File: config.mk
export PLATFORM = sky130hd
export DESIGN_NAME = rv32im_instruction_decoder_top
export DESIGN_NICKNAME = d
export VERILOG_FILES = /design/src/hdl/rvd_pkg.sv /design/src/hdl/rv32im_instruction_decoder_top.sv
export SDC_FILE = /design/constraint.sdc
export NUM_CORES = 1
export LEC_CHECK = 0
export BUFFER_PORTS_ARGS = -buffer_cell sky130_fd_sc_hd__buf_2
export CAP_MARGIN = 0
export CELL_PAD_IN_SITES_DETAIL_PLACEMENT = 1
export CELL_PAD_IN_SITES_GLOBAL_PLACEMENT = 1
export CORE_MARGIN = 2
export CORE_UTILIZATION = 48
export CTS_BUF_LIST = sky130_fd_sc_hd__clkbuf_4
export DETAILED_ROUTE_END_ITERATION = 7
export PLACE_DENSITY = 0.88
export SLEW_MARGIN = 10
export SYNTH_ARGS = -nofsm -noshare
export SYNTH_HDL_FRONTEND = slang
export SYNTH_SLANG_ARGS = --single-unit
File: constraint.sdc
create_clock -name clk -period 4.1 [get_ports clk]
set_input_delay 0.615 -clock clk [delete_from_list [all_inputs] [get_ports clk]]
set_output_delay 0.615 -clock clk [all_outputs]
set_load 0.1 [all_outputs]
File: src/hdl/rvd_pkg.sv
// Package for the RV32IM instruction decoder: status, format and mnemonic codes,
// opcode constants and the funct3 lookup tables.
// No dependencies.
`timescale 1ns / 1ps
`default_nettype none

package rvd_pkg;

  typedef enum logic [2:0] {
    ST_OK          = 3'd0,
    ST_BUBBLE      = 3'd1,
    ST_BAD_OPCODE  = 3'd2,
    ST_BAD_BRANCH  = 3'd3,
    ST_BAD_LOAD    = 3'd4,
    ST_BAD_STORE   = 3'd5,
    ST_BAD_FUNCT7  = 3'd6
  } status_t;

  typedef enum logic [3:0] {
    FMT_NONE  = 4'd0,
    FMT_R     = 4'd1,
    FMT_I     = 4'd2,
    FMT_LOAD  = 4'd3,
    FMT_S     = 4'd4,
    FMT_B     = 4'd5,
    FMT_LUI   = 4'd6,
    FMT_U     = 4'd7,
    FMT_J     = 4'd8,
    FMT_SHIFT = 4'd9
  } format_t;

  typedef logic [5:0] mnemonic_t;

  localparam mnemonic_t MN_NONE   = 6'd0;
  localparam mnemonic_t MN_LUI    = 6'd1;
  localparam mnemonic_t MN_AUIPC  = 6'd2;
  localparam mnemonic_t MN_JAL    = 6'd3;
  localparam mnemonic_t MN_JALR   = 6'd4;
  localparam mnemonic_t MN_BEQ    = 6'd5;
  localparam mnemonic_t MN_BNE    = 6'd6;
  localparam mnemonic_t MN_BLT    = 6'd7;
  localparam mnemonic_t MN_BGE    = 6'd8;
  localparam mnemonic_t MN_BLTU   = 6'd9;
  localparam mnemonic_t MN_BGEU   = 6'd10;
  localparam mnemonic_t MN_LB     = 6'd11;
  localparam mnemonic_t MN_LH     = 6'd12;
  localparam mnemonic_t MN_LW     = 6'd13;
  localparam mnemonic_t MN_LBU    = 6'd14;
  localparam mnemonic_t MN_LHU    = 6'd15;
  localparam mnemonic_t MN_SB     = 6'd16;
  localparam mnemonic_t MN_SH     = 6'd17;
  localparam mnemonic_t MN_SW     = 6'd18;
  localparam mnemonic_t MN_ADDI   = 6'd19;
  localparam mnemonic_t MN_SLTI   = 6'd20;
  localparam mnemonic_t MN_SLTIU  = 6'd21;
  localparam mnemonic_t MN_XORI   = 6'd22;
  localparam mnemonic_t MN_ORI    = 6'd23;
  localparam mnemonic_t MN_ANDI   = 6'd24;
  localparam mnemonic_t MN_SLLI   = 6'd25;
  localparam mnemonic_t MN_SRAI   = 6'd26;
  localparam mnemonic_t MN_SRLI   = 6'd27;
  localparam mnemonic_t MN_ADD    = 6'd28;
  localparam mnemonic_t MN_SUB    = 6'd29;
  localparam mnemonic_t MN_MUL    = 6'd30;
  localparam mnemonic_t MN_SLL    = 6'd31;
  localparam mnemonic_t MN_MULH   = 6'd32;
  localparam mnemonic_t MN_SLT    = 6'd33;
  localparam mnemonic_t MN_MULHSU = 6'd34;
  localparam mnemonic_t MN_SLTU   = 6'd35;
  localparam mnemonic_t MN_MULHU  = 6'd36;
  localparam mnemonic_t MN_XOR    = 6'd37;
  localparam mnemonic_t MN_DIV    = 6'd38;
  localparam mnemonic_t MN_SRL    = 6'd39;
  localparam mnemonic_t MN_SRA    = 6'd40;
  localparam mnemonic_t MN_DIVU   = 6'd41;
  localparam mnemonic_t MN_OR     = 6'd42;
  localparam mnemonic_t MN_REM    = 6'd43;
  localparam mnemonic_t MN_AND    = 6'd44;
  localparam mnemonic_t MN_REMU   = 6'd45;
  localparam mnemonic_t MN_EBREAK = 6'd46;
  localparam mnemonic_t MN_ECALL  = 6'd47;
  localparam mnemonic_t MN_CSR    = 6'd48;

  localparam logic [6:0] OPC_LUI    = 7'h37;
  localparam logic [6:0] OPC_AUIPC  = 7'h17;
  localparam logic [6:0] OPC_JAL    = 7'h6f;
  localparam logic [6:0] OPC_JALR   = 7'h67;
  localparam logic [6:0] OPC_BRANCH = 7'h63;
  localparam logic [6:0] OPC_LOAD   = 7'h03;
  localparam logic [6:0] OPC_STORE  = 7'h23;
  localparam logic [6:0] OPC_OPIMM  = 7'h13;
  localparam logic [6:0] OPC_OP     = 7'h33;
  localparam logic [6:0] OPC_SYSTEM = 7'h73;

  localparam logic [31:0] WORD_EBREAK = 32'h0010_0073;
  localparam logic [31:0] WORD_ECALL  = 32'h0000_0073;

  localparam logic [6:0] F7_BASE   = 7'h00;
  localparam logic [6:0] F7_ALT    = 7'h20;
  localparam logic [6:0] F7_MULDIV = 7'h01;

  localparam logic [2:0] F3_SLL = 3'd1;
  localparam logic [2:0] F3_SR  = 3'd5;

  // funct3 -> mnemonic; MN_NONE marks an illegal funct3
  localparam mnemonic_t BRANCH_CODES [8] = '{
    MN_BEQ, MN_BNE, MN_NONE, MN_NONE, MN_BLT, MN_BGE, MN_BLTU, MN_BGEU};
  localparam mnemonic_t LOAD_CODES [8] = '{
    MN_LB, MN_LH, MN_LW, MN_NONE, MN_LBU, MN_LHU, MN_NONE, MN_NONE};
  localparam mnemonic_t STORE_CODES [8] = '{
    MN_SB, MN_SH, MN_SW, MN_NONE, MN_NONE, MN_NONE, MN_NONE, MN_NONE};
  localparam mnemonic_t OPIMM_CODES [8] = '{
    MN_ADDI, MN_SLLI, MN_SLTI, MN_SLTIU, MN_XORI, MN_NONE, MN_ORI, MN_ANDI};
  localparam mnemonic_t R_BASE_CODES [8] = '{
    MN_ADD, MN_SLL, MN_SLT, MN_SLTU, MN_XOR, MN_SRL, MN_OR, MN_AND};
  localparam mnemonic_t R_ALT_CODES [8] = '{
    MN_SUB, MN_NONE, MN_NONE, MN_NONE, MN_NONE, MN_SRA, MN_NONE, MN_NONE};
  localparam mnemonic_t R_MULDIV_CODES [8] = '{
    MN_MUL, MN_MULH, MN_MULHSU, MN_MULHU, MN_DIV, MN_DIVU, MN_REM, MN_REMU};

endpackage

`default_nettype wire

File: src/hdl/rv32im_instruction_decoder_top.sv
// Top level of the RV32IM instruction decoder: input register, decode logic and
// result register. Depends on rvd_pkg.
`timescale 1ns / 1ps
`default_nettype none

// RV32IM instruction decoder.
//
// Input channel: drive instruction and raise start; the item is taken at
// the rising edge where start is high and busy is low. busy stays low, so
// an item may be offered in every cycle.
//
// Result channel: done is high for exactly one cycle with status,
// mnemonic, operand_format, register fields and immediate valid in that
// cycle. The receiver cannot stall this channel; every result must be
// captured in its strobe cycle.
//
// An item taken into the input register is decoded from it and the result
// is captured in the result register, from which it shows on the result ports.
// Throughput: one item per cycle, set by the single pass of field
// extraction and table lookup between the two registers.
//
// Reset (rst, synchronous, active high) drops any item in flight and
// holds done low; the payload registers are not cleared.
module rv32im_instruction_decoder_top (
  input  wire logic                clk,
  input  wire logic                rst,
  input  wire logic                start,
  output      logic                busy,
  input  wire logic [31:0]         instruction,
  output      logic                done,
  output      logic [2:0]          status,
  output      rvd_pkg::mnemonic_t  mnemonic,
  output      logic [3:0]          operand_format,
  output      logic [4:0]          dest_reg,
  output      logic [4:0]          src1_reg,
  output      logic [4:0]          src2_reg,
  output      logic signed [31:0]  immediate
);

  import rvd_pkg::*;

  // Input register stage
  logic        in_valid;
  logic [31:0] in_word;

  // Decode signals
  logic [6:0]  opc;
  logic [2:0]  f3;
  logic [6:0]  f7;
  logic [31:0] imm_i;
  logic [31:0] imm_s;
  logic [31:0] imm_b;
  logic [31:0] imm_j;
  logic [31:0] imm_shamt;
  status_t     status_next;
  mnemonic_t   mnemonic_next;
  mnemonic_t   mn_raw;
  format_t     format_next;
  logic [31:0] imm_next;
  logic [31:0] imm_raw;
  format_t     fmt_raw;

  // Never stalls: a new item may enter every cycle.
  assign busy = 1'b0;

  always_ff @(posedge clk) begin
    if (rst) begin
      in_valid <= 1'b0;
    end else begin
      in_valid <= start && !busy;
    end
    if (start && !busy) begin
      in_word <= instruction;
    end
  end

  assign opc = in_word[6:0];
  assign f3  = in_word[14:12];
  assign f7  = in_word[31:25];

  assign imm_i = {{20{in_word[31]}}, in_word[31:20]};
  assign imm_s = {{20{in_word[31]}}, in_word[31:25], in_word[11:7]};
  assign imm_b = {{19{in_word[31]}}, in_word[31], in_word[7], in_word[30:25],
                  in_word[11:8], 1'b0};
  assign imm_j = {{11{in_word[31]}}, in_word[31], in_word[19:12], in_word[20],
                  in_word[30:21], 1'b0};
  assign imm_shamt = {27'd0, in_word[24:20]};

  // Single-pass decode: pick mnemonic, format and immediate by opcode,
  // then flag illegal encodings and clear mnemonic, format and immediate for them.
  always_comb begin
    status_next = ST_OK;
    mn_raw      = MN_NONE;
    fmt_raw     = FMT_NONE;
    imm_raw     = 32'd0;
    if (in_word == 32'd0) begin
      status_next = ST_BUBBLE;
    end else begin
      case (opc)
        OPC_LUI: begin
          mn_raw  = MN_LUI;
          fmt_raw = FMT_LUI;
          imm_raw = {12'd0, in_word[31:12]};
        end
        OPC_AUIPC: begin
          mn_raw  = MN_AUIPC;
          fmt_raw = FMT_U;
          imm_raw = {in_word[31:12], 12'd0};
        end
        OPC_JAL: begin
          mn_raw  = MN_JAL;
          fmt_raw = FMT_J;
          imm_raw = imm_j;
        end
        OPC_JALR: begin
          mn_raw  = MN_JALR;
          fmt_raw = FMT_LOAD;
          imm_raw = imm_i;
        end
        OPC_BRANCH: begin
          mn_raw  = BRANCH_CODES[f3];
          fmt_raw = FMT_B;
          imm_raw = imm_b;
          if (mn_raw == MN_NONE) status_next = ST_BAD_BRANCH;
        end
        OPC_LOAD: begin
          mn_raw  = LOAD_CODES[f3];
          fmt_raw = FMT_LOAD;
          imm_raw = imm_i;
          if (mn_raw == MN_NONE) status_next = ST_BAD_LOAD;
        end
        OPC_STORE: begin
          mn_raw  = STORE_CODES[f3];
          fmt_raw = FMT_S;
          imm_raw = imm_s;
          if (mn_raw == MN_NONE) status_next = ST_BAD_STORE;
        end
        OPC_OPIMM: begin
          if (f3 == F3_SR) begin
            // only bit 30 selects arithmetic vs logical right shift
            mn_raw  = in_word[30] ? MN_SRAI : MN_SRLI;
            fmt_raw = FMT_SHIFT;
            imm_raw = imm_shamt;
          end else if (f3 == F3_SLL) begin
            mn_raw  = MN_SLLI;
            fmt_raw = FMT_SHIFT;
            imm_raw = imm_shamt;
          end else begin
            mn_raw  = OPIMM_CODES[f3];
            fmt_raw = FMT_I;
            imm_raw = imm_i;
          end
        end
        OPC_OP: begin
          if (f7 == F7_BASE) begin
            mn_raw = R_BASE_CODES[f3];
          end else if (f7 == F7_ALT) begin
            mn_raw = R_ALT_CODES[f3];
          end else if (f7 == F7_MULDIV) begin
            mn_raw = R_MULDIV_CODES[f3];
          end else begin
            mn_raw = MN_NONE;
          end
          fmt_raw = FMT_R;
          if (mn_raw == MN_NONE) status_next = ST_BAD_FUNCT7;
        end
        OPC_SYSTEM: begin
          if (in_word == WORD_EBREAK) begin
            mn_raw = MN_EBREAK;
          end else if (in_word == WORD_ECALL) begin
            mn_raw = MN_ECALL;
          end else begin
            mn_raw = MN_CSR;
          end
        end
        default: begin
          status_next = ST_BAD_OPCODE;
        end
      endcase
    end

    // Drop mnemonic, format and immediate on any non-ok status
    if (status_next != ST_OK) begin
      mnemonic_next = MN_NONE;
      format_next   = FMT_NONE;
      imm_next      = 32'd0;
    end else begin
      mnemonic_next = mn_raw;
      format_next   = fmt_raw;
      imm_next      = imm_raw;
    end
  end

  // Result register: strobe for one cycle per decoded item
  always_ff @(posedge clk) begin
    if (rst) begin
      done <= 1'b0;
    end else begin
      done <= in_valid;
    end
    if (in_valid) begin
      status         <= status_next;
      mnemonic       <= mnemonic_next;
      operand_format <= format_next;
      dest_reg       <= in_word[11:7];
      src1_reg       <= in_word[19:15];
      src2_reg       <= in_word[24:20];
      immediate      <= imm_next;
    end
  end

endmodule

`default_nettype wire
==> run_results.csv, run 1 <==
group,metric,value,unit
sta,fmaxAchievable,0.322,GHz
min_path,holdPathStages,2,
sta,worst_clock_skew,18.9,ps
clocking,insertion_delay,460,ps
grt,first_pass_grt_wire_length,20600,um
grt,grt.total_usage,0.269,
synthesis,top_area_cells_in_the_synthesized_netlist,"edfxtp_1, nor3_1, a21oi_1",
sta,timing.setup.tns,0,ps
clocking,number_of_buffers_inserted_for_hold_repair_after_clock_tree_synthesis,0,
route,vias,3648,
min_path,hold_path_class,"input pin to flip-flop",
synthesis,post_synthesis_cell_type_count,62,
synthesis,share_of_the_synthesized_area_in_the_top_cell_type,0.603,
worst_setup_path,critPathCaptureType,"flip-flop",
clocking,clock_sink_count,94,
sta,timing.final.crit_period,3110,ps
place,port_buffers,95,
sta,worst_slew_pin_slew,983,ps
route,post_drt_via_cell_ratio,6.17,
power_and_ir_drop,p_leak,1.76,nW
die,overall_die_width,102,um
finish,antenna-diode-count,0,
worst_setup_path,rr_startpoint,"in_word[4]",
route,drtIter0Drc,532,
worst_setup_path,start_kind,"flip-flop",
clocking,post_cts_setup_repair_bufs,0,
power_and_ir_drop,vdd_drop_max,219,uV
sta,unrepaired_setup_endpoints_after_global_routing,"no",
finish,layout.core_utilization,0.574,
die,floorplan.die_area,10300,sq um
grt,m2_gr_usage,0.420,
grt,vias_in_the_first_global_route,3548,
die,initial_core_utilization,0.496,
sta,setup-violations-final,0,
sta,finalWorstSetupSlack,994,ps
clocking,ctsRootBufferMaster,"clkbuf_4",
finish,area_overhead_vs_synth,15.8,%
die,num_rows,35,
clocking,clock_tree_from_tritoncts,"yes",
sta,min_period_over_period,0.758,
grt,grt_overflow,0,
synthesis,synth_area_leader_cell,"edfxtp_1",
grt,number_of_antenna_violations_at_the_first_check_in_global_routing,0,
worst_setup_path,ff2ff_setup_slack,990,ps
clocking,cts_made_buffers,9,
synthesis,synth_enable_flop_cells,92,
power_and_ir_drop,power_density,420,nW/um^2
worst_setup_path,cp_data_arrival_time,3300,ps
place,place_ws,1100,ps
worst_setup_path,crit_fanout,39,
die,die_height,102,um
place,gp_congestion,0.902,
finish,post_route_cells_drive_above_1_share,0.314,
clocking,cts_buffer_depth,2,
synthesis,synth_ff_type,"edfxtp_1",
synthesis,postSynthRegisterBits,94,
worst_setup_path,crit_type,"flip-flop to flip-flop",
route,drtPass1Iterations,5,
grt,grt_max_degree,40,
run_status,outcome,"finished clean",
synthesis,async_flop_share,0,
synthesis,synth_warnings,0,
finish,fill_cells,978,
route,final_antenna_net_count,0,
finish,num-nets-final,501,
min_path,whs_endpoint,"in_valid",
place,place.detailed.hpwl,9630,um
die,io_pins,97,
route,route.final.wire_length,13500,um
grt,met1_usage,0.362,
sta,slew-limit-headroom,0.340,
synthesis,synth.yosys.seq_area_share,0.612,
flow_run,timing.max_cap.violations,0,
finish,multiInputGateArea,1610,sq um
grt,met3_usage,0.0594,
synthesis,synth_area_per_cell,12.3,sq um
synthesis,syn_nets,416,
clocking,cts.reportedPaths.clkPinSlew,160,ps
clocking,cts-resized-gates,0,
worst_setup_path,ff_to_ff_path_depth,5,
route,route.detailed.drc,0,
synthesis,netlist_area,4580,sq um
finish,area_taken_by_flip_flops_and_latches,2800,sq um
finish,reg_top3,"immediate: 32 flops, in_word: 32 flops, mnemonic: 6 flops",
route,routedWlPerCell,22.9,um
synthesis,synthCells,372,
grt,global_route.peak_usage_layer,"met2",
min_path,hold_path.startpoint,"rst",
sta,hold_viol,0,
worst_setup_path,critPathRequiredTime,4300,ps
sta,maxSlewViolCount,0,
clocking,htreeDepth,3,
worst_setup_path,r2r_end,"immediate[17]",
die,core,9240,sq um
==> worst max path at each step <==
stage	cells past startpoint	from	end	slack, ps
after floorplan	10	in_word[13]	immediate[12]	1500
after global placement	5	in_word[4]	immediate[24]	1180
after detailed placement	5	in_word[4]	immediate[17]	1100
after CTS	5	in_word[4]	immediate[17]	1070
after global routing	5	in_word[4]	immediate[17]	790
final	5	in_word[4]	immediate[17]	990
==> synth_stat cells, drive strengths merged (6+ instances only) <==
library cell  instances
buf                  11
clkbuf               19
a21oi                25
nor4                  9
a211oi               11
a22oi                 6
nor3                 38
or2                   6
ha                    9
nor2                 14
a221oi                7
edfxtp               92
o21ai                12
nand3                 9
inv                   9
nand2                19
==> logic make-up after synthesis <==
kind of cell / share of synthesized area
simple gates: 0.161
compound gates: 0.147
flops: 0.612
buf+inv: 0.0377
fa+ha+maj: 0.0246
mux: 0.0139
xor+xnor: 0.00382
other cells: 0.000818
==> through the flow <==
step	total power, mW	cell area [sq um]	instances	hold slack (ps)
floorplan	1.57	4580	372	449
global placement	1.67	5150	575	527
detailed placement	1.69	5150	575	532
CTS	2.23	5310	591	278
global route	2.29	5310	591	268
finish	2.23	5310	591	302
==> final cells by class <==
type / count / share of cell area
Sequential cell: 94 / 0.529
Multi-Input combinational cell: 239 / 0.304
Timing Repair Buffer: 104 / 0.102
Tap cell: 129 / 0.0304
Clock buffer: 10 / 0.0142
Clock inverter: 6 / 0.0142
Inverter: 9 / 0.00637
==> cells in the final DEF (no fill, tap or decap), types with 9 or more instances in the layout <==
cell / Yosys / layout
nor3_1: 28 / 27
a21oi_1: 25 / 25
nand2_1: 19 / 19
nand3_1: 9 / 9
a211oi_1: 11 / 11
o21ai_0: 12 / 12
edfxtp_1: 92 / 92
nor3_2: 10 / 11
inv_1: 9 / 9
buf_4: 1 / 9
clkbuf_4: 0 / 10
ha_1: 9 / 9
buf_2: 6 / 95
nor2_1: 14 / 14
==> power breakdown <==
group | total, mW | leakage, nW | switching (mW) | internal, mW
Combinational | 0.475 | 0.840 | 0.387 | 0.0880
Sequential | 1.20 | 0.841 | 0.0747 | 1.12
Clock | 0.557 | 0.0795 | 0.354 | 0.203
==> routing by layer <==
| layer | up-vias | share of wire |
|---|---|---|
| li1 | 1634 | - |
| met1 | 1769 | 0.41 |
| met2 | 206 | 0.48 |
| met3 | 39 | 0.075 |
| met4 | 0 | 0.035 |
| met5 | - | 0 |
==> critical path: stages, from the launching register on <==
cell      delay, ps
edfxtp_1        840
nand2_1         300
nor4_2          690
o41a_1          300
and3_4          520
nor3_1          190
(Power assumes the default switching activity.)
==> run 2: changes to the inputs <==
Settings changed: CORE_UTILIZATION 48 to 41, PLACE_DENSITY 0.88 to 0.8.
Clock period 4.1 ns to 2.55 ns, I/O delays scaled along.
==> run_results.csv, run 2 (same netlist as run 1, synthesis figures left out) <==
group,metric,value,unit
die,overall_die_width,110,um
finish,most-common-layout-cells,"buf_2, edfxtp_1, buf_4",
place,place.detailed.hpwl,10500,um
die,floorplan.die_area,12000,sq um
worst_setup_path,critPathMaxStageDelay,530,ps
worst_setup_path,top_cell_family_by_delay_on_the_critical_path,"simple AND/OR/NAND/NOR gates",
die,core,10900,sq um
sta,slew-limit-headroom,0.488,
clocking,cts.reportedPaths.clkPinSlew,180,ps
sta,fmaxAchievable,0.399,GHz
worst_setup_path,rr_startpoint,"in_word[31]",
grt,grt.total_usage,0.242,
power_and_ir_drop,totalPowerFinal,3.54,mW
power_and_ir_drop,power_density,633,nW/um^2
worst_setup_path,cp_data_arrival_time,2780,ps
min_path,holdPathStages,1,
route,route.detailed.drc,0,
route,post_drt_via_cell_ratio,5.99,
finish,post_route_cells_drive_above_1_share,0.369,
worst_setup_path,crit_buf_inv,1,
clocking,clock_sink_count,94,
place,place_area,5390,sq um
clocking,insertion_delay,480,ps
grt,grt_overflow,0,
route,drtIter0Drc,425,
finish,post-route-cell-area,5600,sq um
min_path,hold_path.startpoint,"instruction[25]",
finish,area_overhead_vs_synth,22.3,%
finish,most_common_cell_after_layout_fill_and_taps_aside,"buf_2",
route,drtPass1Iterations,8,
worst_setup_path,ff_to_ff_path_depth,6,
worst_setup_path,critical_path_cell_count,6,
sta,min_period_over_period,0.983,
sta,hold_viol,0,
sta,worst_clock_skew,30.0,ps
clocking,cts_buffer_depth,2,
grt,first_pass_grt_wire_length,21300,um
worst_setup_path,start_kind,"flip-flop",
worst_setup_path,worst_path_max_delay_cell,"edfxtp_1",
route,routed.top_layer,"met4",
clocking,ctsRootBufferMaster,"clkbuf_4",
min_path,hold_path_class,"input pin to flip-flop",
sta,unrepaired_setup_endpoints_after_global_routing,"yes",
clocking,cts_made_buffers,9,
worst_setup_path,crit_fanout,18,
worst_setup_path,critPathRequiredTime,2830,ps
route,wl_met2,7140,um
route,route.final.wire_length,14300,um
worst_setup_path,cp_cell_sequence,"or2_2, or2_1, o41a_1, and3_4, buf_4, nor3_1",
clocking,htreeDepth,3,
clocking,clock_tree_from_tritoncts,"yes",
route,routedWlPerCell,22.6,um
route,route.met3.wl,1100,um
grt,grt_max_degree,51,
run_status,outcome,"finished clean",
flow_run,timing.max_cap.violations,0,
worst_setup_path,critPathCaptureType,"flip-flop",
grt,vias_in_the_first_global_route,3808,
finish,num-nets-final,532,
sta,setup-violations-final,0,
place,port_buffers,95,
place,gp_congestion,0.941,
finish,reg_top3,"immediate: 32 flops, in_word: 32 flops, mnemonic: 6 flops",
grt,number_of_antenna_violations_at_the_first_check_in_global_routing,1,
die,io_pins,97,
finish,layout.core_utilization,0.515,
die,num_rows,38,
sta,maxSlewViolCount,0,
route,final_antenna_net_count,0,
sta,worst_slew_pin_slew,768,ps
power_and_ir_drop,vdd_drop_max,322,uV
worst_setup_path,crit_type,"flip-flop to flip-flop",
die,die_height,110,um
route,vias,3799,
power_and_ir_drop,p_leak,1.92,nW
route,wl_met1,5740,um
worst_setup_path,crit_start,"in_word[31]",
sta,timing.final.crit_period,2510,ps
die,initial_core_utilization,0.421,
==> run 2: cell count changes in the layout (fill, tap and decap cells not counted), moves of 2 or more <==
cell	before	now
nor3_1	27	25
buf_4	9	37
nor3_2	11	13
buf_12	0	3
clkinv_4	1	3
==> run 2: power breakdown <==
part           total (mW)  internal [mW]  switching (mW)
Sequential           1.88           1.80          0.0792
Combinational       0.870          0.188           0.682
Clock               0.792          0.228           0.564
==> run 2: worst paths after layout <==
check                  end  slack (ps)
min reg2reg    src1_reg[0]         570
max reg2reg  immediate[17]          40
min            in_word[25]          60
max          immediate[17]          40
==> run 2: through the flow <==
step                setup WS, ps  instances  hold slack [ps]  TNS [ps]
finish                      42.3        634             63.1         0
floorplan                   47.9        372              449         0
detailed placement          -135        610              524      -247
CTS                         5.77        630             46.2         0
global placement             167        610              505         0
global route               -36.7        634             39.6      -140
==> run 2: final cells by class <==
type                       count  area [sq um]
fill                        1216          5280
tap                          140           175
antenna                        1          2.50
clock inverter                 6          58.8
clock buffer                  10          75.1
inverter                       9          33.8
multi-input combinational    239          1640
timing repair buffer         135           813
sequential                    94          2800
==> run 2: what timing repair did <==
item,in CTS,in global routing
hold buffers,0,0
buffers inserted,4,3
gates resized for setup,4,3
setup endpoints to repair,13,21
hold endpoints to repair,0,0
==> run 2: layer usage <==
layer  global-route usage  up-vias
met5                    0        -
met4               0.0976        0
met3               0.0510       28
met2                0.392      200
met1                0.316     1878
li1                     -     1693
==> run 2: worst register-to-register path, stage by stage, from the launching register on <==
cell	delay, ps
edfxtp_1	530
or2_2	360
or2_1	280
o41a_1	440
and3_4	240
buf_4	210
nor3_1	260
